$ cat src/rtl/core/ar_pkg.sv
package ar_pkg;

	localparam int DIM_BITS_DEF = 16;
	localparam int IN_W         = 16;
	localparam int OUT_W        = 16;

	localparam logic [OUT_W-1:0] RATIO_W_SHORT = OUT_W'(8);
	localparam logic [OUT_W-1:0] RATIO_H_SHORT = OUT_W'(5);
	localparam logic [OUT_W-1:0] RATIO_W_LONG  = OUT_W'(16);
	localparam logic [OUT_W-1:0] RATIO_H_LONG  = OUT_W'(10);

endpackage

$ cat src/rtl/core/ar_div.sv
module ar_div
	import ar_pkg::*;
#(
	parameter int DIM_BITS = DIM_BITS_DEF
) (
	input  logic                clk,
	input  logic                arst_n,
	input  logic                start,
	input  logic [DIM_BITS-1:0] dividend,
	input  logic [DIM_BITS-1:0] divisor,
	output logic                done,
	output logic [DIM_BITS-1:0] quotient,
	output logic [DIM_BITS-1:0] remainder
);

	localparam int CW = $clog2(DIM_BITS);

	logic                busy_q;
	logic                done_q;
	logic [CW-1:0]       cnt_q;
	logic [DIM_BITS-1:0] rem_q;
	logic [DIM_BITS-1:0] quo_q;
	logic [DIM_BITS-1:0] div_q;

	logic [DIM_BITS:0]   shifted;
	logic [DIM_BITS:0]   diff;
	logic                fits;
	logic [DIM_BITS-1:0] rem_next;

	assign shifted  = {rem_q, quo_q[DIM_BITS-1]};
	assign diff     = shifted - {1'b0, div_q};
	assign fits     = ~diff[DIM_BITS];
	assign rem_next = fits ? diff[DIM_BITS-1:0] : shifted[DIM_BITS-1:0];

	always_ff @(posedge clk or negedge arst_n) begin
		if (!arst_n) begin
			busy_q <= 1'b0;
			done_q <= 1'b0;
			cnt_q  <= '0;
		end else begin
			done_q <= 1'b0;
			if (start) begin
				busy_q <= 1'b1;
				cnt_q  <= '0;
			end else if (busy_q) begin
				cnt_q <= cnt_q + 1'b1;
				if (cnt_q == CW'(DIM_BITS - 1)) begin
					busy_q <= 1'b0;
					done_q <= 1'b1;
				end
			end
		end
	end

	always_ff @(posedge clk) begin
		if (start) begin
			rem_q <= '0;
			quo_q <= dividend;
			div_q <= divisor;
		end else if (busy_q) begin
			rem_q <= rem_next;
			quo_q <= {quo_q[DIM_BITS-2:0], fits};
		end
	end

	assign done      = done_q;
	assign quotient  = quo_q;
	assign remainder = rem_q;

endmodule

$ cat src/rtl/core/aspect_ratio_reducer.sv
// Euclid remainder steps find the GCD, then width and then height are divided by it; a zero
// dimension skips all division. One restoring divider, one quotient bit per cycle, does all
// the remainder and quotient work. Throughput: one item at a time, the next accepted after the
// result is registered. arst_n clears the sequencer and the output valid; no clearing pass.
module aspect_ratio_reducer
	import ar_pkg::*;
#(
	parameter int DIM_BITS = DIM_BITS_DEF
) (
	input  logic             clk,
	input  logic             arst_n,
	input  logic             in_valid,
	output logic             in_stall,
	input  logic [IN_W-1:0]  width,
	input  logic [IN_W-1:0]  height,
	output logic             out_valid,
	input  logic             out_stall,
	output logic [OUT_W-1:0] ratio_w,
	output logic [OUT_W-1:0] ratio_h,
	output logic             zero_dim
);

	localparam int USE_W = (DIM_BITS < IN_W) ? DIM_BITS : IN_W;

	typedef enum logic [2:0] {
		S_IDLE,
		S_GCD,
		S_DIVW,
		S_DIVH,
		S_DONE
	} state_t;

	state_t              state_q;
	logic                start_q;
	logic                zero_q;
	logic                out_valid_q;
	logic [DIM_BITS-1:0] w_q;
	logic [DIM_BITS-1:0] h_q;
	logic [DIM_BITS-1:0] a_q;
	logic [DIM_BITS-1:0] b_q;
	logic [DIM_BITS-1:0] rw_q;
	logic [DIM_BITS-1:0] rh_q;
	logic [OUT_W-1:0]    ratio_w_q;
	logic [OUT_W-1:0]    ratio_h_q;
	logic                zero_dim_q;

	logic [DIM_BITS-1:0] w_in;
	logic [DIM_BITS-1:0] h_in;
	logic [DIM_BITS-1:0] dividend;
	logic                div_done;
	logic [DIM_BITS-1:0] quotient;
	logic [DIM_BITS-1:0] remainder;
	logic [OUT_W-1:0]    rw_out;
	logic [OUT_W-1:0]    rh_out;
	logic                accept;
	logic                load_out;
	logic                is_short;

	assign w_in   = DIM_BITS'(width[USE_W-1:0]);
	assign h_in   = DIM_BITS'(height[USE_W-1:0]);
	assign accept = in_valid && (state_q == S_IDLE);

	always_comb begin
		case (state_q)
			S_GCD:   dividend = a_q;
			S_DIVW:  dividend = w_q;
			default: dividend = h_q;
		endcase
	end

	ar_div #(
		.DIM_BITS(DIM_BITS)
	) u_div (
		.clk      (clk),
		.arst_n   (arst_n),
		.start    (start_q),
		.dividend (dividend),
		.divisor  (b_q),
		.done     (div_done),
		.quotient (quotient),
		.remainder(remainder)
	);

	assign rw_out   = OUT_W'(rw_q);
	assign rh_out   = OUT_W'(rh_q);
	assign is_short = (rw_out == RATIO_W_SHORT) && (rh_out == RATIO_H_SHORT);
	assign load_out = (state_q == S_DONE) && (!out_valid_q || !out_stall);

	always_ff @(posedge clk or negedge arst_n) begin
		if (!arst_n) begin
			state_q     <= S_IDLE;
			start_q     <= 1'b0;
			out_valid_q <= 1'b0;
		end else begin
			start_q <= 1'b0;
			if (load_out) begin
				out_valid_q <= 1'b1;
			end else if (!out_stall) begin
				out_valid_q <= 1'b0;
			end
			case (state_q)
				S_IDLE: begin
					if (accept) begin
						if (w_in == '0 || h_in == '0) begin
							state_q <= S_DONE;
						end else begin
							state_q <= S_GCD;
							start_q <= 1'b1;
						end
					end
				end
				S_GCD: begin
					if (div_done) begin
						start_q <= 1'b1;
						if (remainder == '0) begin
							state_q <= S_DIVW;
						end
					end
				end
				S_DIVW: begin
					if (div_done) begin
						state_q <= S_DIVH;
						start_q <= 1'b1;
					end
				end
				S_DIVH: begin
					if (div_done) begin
						state_q <= S_DONE;
					end
				end
				S_DONE: begin
					if (load_out) begin
						state_q <= S_IDLE;
					end
				end
				default: begin
					state_q <= S_IDLE;
				end
			endcase
		end
	end

	always_ff @(posedge clk) begin
		if (accept) begin
			w_q    <= w_in;
			h_q    <= h_in;
			a_q    <= w_in;
			b_q    <= h_in;
			rw_q   <= '0;
			rh_q   <= '0;
			zero_q <= (w_in == '0) || (h_in == '0);
		end
		if (state_q == S_GCD && div_done && remainder != '0) begin
			a_q <= b_q;
			b_q <= remainder;
		end
		if (state_q == S_DIVW && div_done) begin
			rw_q <= quotient;
		end
		if (state_q == S_DIVH && div_done) begin
			rh_q <= quotient;
		end
		if (load_out) begin
			ratio_w_q  <= is_short ? RATIO_W_LONG : rw_out;
			ratio_h_q  <= is_short ? RATIO_H_LONG : rh_out;
			zero_dim_q <= zero_q;
		end
	end

	assign in_stall  = (state_q != S_IDLE);
	assign out_valid = out_valid_q;
	assign ratio_w   = ratio_w_q;
	assign ratio_h   = ratio_h_q;
	assign zero_dim  = zero_dim_q;

endmodule
$ cat config.mk
export PLATFORM = sky130hd
export DESIGN_NAME = aspect_ratio_reducer
export DESIGN_NICKNAME = d
export VERILOG_FILES = /design/src/rtl/core/ar_pkg.sv /design/src/rtl/core/ar_div.sv /design/src/rtl/core/aspect_ratio_reducer.sv
export SDC_FILE = /design/constraint.sdc
export NUM_CORES = 1
export LEC_CHECK = 0
export BUFFER_PORTS_ARGS = -buffer_cell sky130_fd_sc_hd__buf_2
export CORE_MARGIN = 3
export CORE_UTILIZATION = 60
export CTS_BUF_LIST = sky130_fd_sc_hd__clkbuf_8
export CTS_CLUSTER_DIAMETER = 150
export DETAILED_ROUTE_END_ITERATION = 8
export PLACE_DENSITY_LB_ADDON = 0.2
export SLEW_MARGIN = 10
export SYNTH_ARGS = -nofsm -noshare
export SYNTH_HDL_FRONTEND = slang
export SYNTH_SLANG_ARGS = --single-unit
$ cat constraint.sdc
create_clock -name clk -period 4.95 [get_ports clk]
set_clock_uncertainty 0.05 [all_clocks]
set_input_delay 0.495 -clock clk [delete_from_list [all_inputs] [get_ports clk]]
set_output_delay 0.495 -clock clk [all_outputs]
set_load 0.02 [all_outputs]
==> results <==
- In this run, the clock network consumes between 10% and 20% of the power.
- Ranked by instance count, the synthesized netlist is headed by edfxtp_1, nand2_1, nor2_1.
- The post-route netlist has between 20% and 30% of its cells at a drive strength greater than 1.
- The count of standard-cell rows is 42.
- The instance count on the critical path is 11.
- The relative contribution of sequential cells to total power is a little under half.
- The worst-case IR drop observed on VDD is between 200 and 300 uV.
- The part of the power in combinational logic is 35.8%.
- The sort of element at the end of the critical path is a flip-flop.
- The reg-to-reg critical path startpoint is u_div.quotient[15].
- The number of failing setup endpoints in the final timing report is 0.
- The final count of hold timing violations was 0.
- The total negative slack for setup checks is 0 ns.
- Traced cell by cell, the critical path runs through inv_1 -> ha_1 -> fa_1 -> nand2b_1 -> a21oi_2 -> o21ai_2 -> nor3_1 -> o31ai_2 -> buf_4 -> or4bb_1 -> o311a_1.
- For this design, the slowest cell found on the critical path is o31ai_2.
- The final non-filler cell area is 0.00921 mm2.
- The most area-hungry cell type in the Yosys netlist is edfxtp_1.
- A synthesized cell averages roughly 13 um2.
- The number of storage elements in the synthesis netlist is approximately 190.
- The worst path arrival time is between 3 and 4 ns.
- Sequential cells were found to cover between 60% and 70% of the synthesized design area.
- In this run, the number of DRC markers left after iteration 0 of detailed routing was approximately 540.
- The most common cell in the synthesized netlist is edfxtp_1.
- The CTS tree is yes.
- The clock drives 189 sinks.
- The floorplan step set the die width to about 120 um.
- The initial utilization of the core area, before any placement, comes to roughly 62%.
- The actual slew at the worst max-slew pin is ~1.0 ns.
- The maximum buffer depth of the clock tree is 2.
- Among cell families on the critical path, the largest total delay comes from compound AO/OA/AOI/OAI gates.
- The internal power consumption is approximately 3.5 mW.
- The final layout contains 751 nets.
- The area growth from synthesis to layout is 9.74%.
- The endpoint required time on the critical path is between 5 and 6 ns.
- In the post-synthesis netlist, the biggest area contributors are edfxtp_1, mux2_2, dfxtp_1, dfrtp_1, ha_1.
- In this run the number of H-tree levels came out at 4.
- The final cycle utilization of the critical path is 68.4%.
- The post-synthesis instance area is 0.00839 mm2.
- The average routed wire per standard cell is 20.9 um.
- Entering global routing, the biggest net connects 53 pins.
- In this run the cell area measured after placement is 0.00879 mm2.
- Clock-pin slew was measured on the worst setup and hold paths at roughly 0.09 ns.
- In the routed layout, each cell is associated on average with a via count of approximately 6.2.
- The wire-length estimate of the detail-placed layout is between 10000 and 15000 um.
- In this run the clock root is driven by a clkbuf_8.
- Derived from the worst setup path, the maximum achievable clock frequency is approximately 0.30 GHz.
- Overall power consumption after layout is estimated at about 5.5 mW.
- The number of max-slew violations in the final report was 0.
- The count of buffers from port buffering is 70.
- Counting every net in the synthesized netlist gives 711.
- In this run the static leakage power is between 3 and 4 nW.
- The cell depth of the worst min-delay path is 1.
- The first-pass GRT wire length is around 29000 um.
- In this design, the stage delay of the slowest critical-path cell is 0.83 ns.
- From bottom edge to top edge, the die measures approximately 120 um.
- The share of the synthesized area in the top cell type is between 50 and 60%.
- The maximum fanout count along the critical path is 14.
- For this run, design rule violations remaining after detail routing come to 0.
- At the later pin of the worst-skew pair, clock insertion delay measures 0.46 ns.
- The first detailed-routing pass took 5 iterations.
- In this run, CTS created clock tree buffers numbering 17.
- The proportion of synthesized flip-flops having asynchronous set or reset is 5.82%.
- The number of nets with antenna violations after routing is 0.
- Hold timing on the final database bottoms out at a slack of approximately 0.19 ns.
- The commonest register cell after synthesis is edfxtp_1.
- The run finished with clean final reports.
- Setup slack on the worst reg-to-reg path comes out at 1.56 ns.
- Global routing used around a quarter of the available tracks across all layers.
- 0 antenna diodes ended up in the layout.
- The time the worst path needs with I/O delays and setup is about 3.4 ns.
- Timing analysis after detailed placement gives a worst setup slack of about 1.6 ns.
- The worst register-to-register path ends at u_div.remainder[3].
- The number of gates given a new drive strength after cts is 0.
- The global route total overflow is 0.
- In this run the power density over the cells is 598 mW/mm2.
- The post-detailed-routing wire length is between 15000 and 20000 um.
- The max-slew headroom at the worst pin is 30.7%.
- In the post-route analysis, the smallest setup slack over all paths is between 1.5 and 2 ns.
- The worst-case hold path end point is w_q[11].
- The filler cell count is between 900 and 1000.
- The placer's final routability congestion estimate is between 0.9 and 1.
- The number of top-level pins is 71.
- The count of distinct cell types in the synthesized netlist is a little over 60.
- STA classifies the critical path startpoint as a flip-flop.
- The placeable core region is ~0.013 mm2.
- The switching power is 2.05 mW.
- The via count of the first global-routing pass came to 5410.
- The number of cells traversed by the worst register-to-register path is 11.
- Setup repair after global routing left no endpoint under its margin.
- The initial antenna violation count is 0.
- For this block, the via count after detailed routing is approximately 5500.
- The number of enable flip-flop cells after synthesis is between 150 and 200.
- Counting both buffers and inverters, the worst setup path holds a total of 2.
- The count of maximum capacitance violations is 0.
- The type of the setup path with the least slack is flip-flop to flip-flop.
- The worst hold path begins at width[11].
- The Yosys step of the flow raised 0 warnings.
- The floorplan step defined a die boundary enclosing roughly 0.015 mm2.
- The gate count after technology mapping is 657.
- The worst hold path belongs to the class input port to flip-flop.
- The switching power share of the total is between 30 and 40%.
[how the worst max path moves through the flow]
stage / to / from
detailed placement: u_div.remainder[3] / u_div.quotient[15]
finish: u_div.remainder[3] / u_div.quotient[15]
global placement: u_div.remainder[3] / u_div.quotient[15]
floorplan: ratio_h[0] / state_q[1]
CTS: u_div.remainder[3] / u_div.quotient[15]
global route: u_div.remainder[3] / u_div.quotient[15]
[area by class of cell]
| type | count | area [um2] | share of cell area (%) |
|---|---|---|---|
| clock buffers | 17 | 234 | 2.54 |
| clock inverters | 15 | 170 | 1.85 |
| inverters | 22 | 82.6 | 0.897 |
| multi-input cells | 388 | 2620 | 28.4 |
| flip-flops and latches | 189 | 5460 | 59.3 |
| well taps | 176 | 220 | 2.39 |
| repair buffers | 79 | 420 | 4.57 |
[stage by stage]
step	std cells	utilization, %
after floorplan	657	-
after global placement	853	65.4
after detailed placement	853	65.4
after CTS	886	68.4
after global routing	886	68.4
final	886	68.4
[power groups by stage]
stage | clock (mW) | sequential [mW] | combinational (mW)
global route | 1.12 | 2.54 | 2.18
detailed placement | 0 | 2.53 | 1.92
floorplan | 0 | 2.41 | 1.54
CTS | 1.05 | 2.50 | 1.95
global placement | 0 | 2.52 | 1.87
finish | 1.04 | 2.50 | 1.97
[kinds of logic after synthesis]
| group | synth area share, % |
|---|---|
| compound gates | 9.74 |
| fa+ha+maj | 2.77 |
| simple gates | 12.7 |
| flops | 65.1 |
| buf+inv | 3.91 |
| mux | 4.28 |
| xor+xnor | 1.57 |
[what timing repair did]
item / in CTS / in global routing
hold endpoints to repair: 11 / 0
setup buffers: 0 / 0
endpoints found under the setup margin: 0 / 0
hold buffers: 1 / 0
[per-layer routing]
metal	up-vias	GRT usage, %	part of all wire, %
met4	0	8.38	2.3
met3	34	5.32	7.9
met1	2713	33.7	41
met5	-	0	0
met2	259	38.9	49
li1	2530	-	-
[cell usage in the layout, fill, tap and decap left out, types with 16 or more instances in the layout]
cell type,count
a21oi_1,31
a221oi_1,16
and3_1,17
buf_2,70
clkbuf_8,17
dfxtp_1,16
edfxtp_1,162
ha_1,17
inv_1,24
mux2_2,31
nand2_1,53
nor2_1,50
nor4_1,19
o21ai_0,16
[flip-flops by register name, indices dropped and copies added (netlist names)]
register / flops
a_q: 16
b_q: 16
h_q: 16
out_valid: 1
ratio_h: 16
ratio_w: 16
rh_out: 16
rw_out: 16
start_q: 1
state_q: 3
u_div.busy_q: 1
u_div.cnt_q: 4
u_div.div_q: 16
u_div.done: 1
u_div.quotient: 16
u_div.remainder: 16
w_q: 16
zero_dim: 1
zero_q: 1
Power figures use the tool's default switching activity.
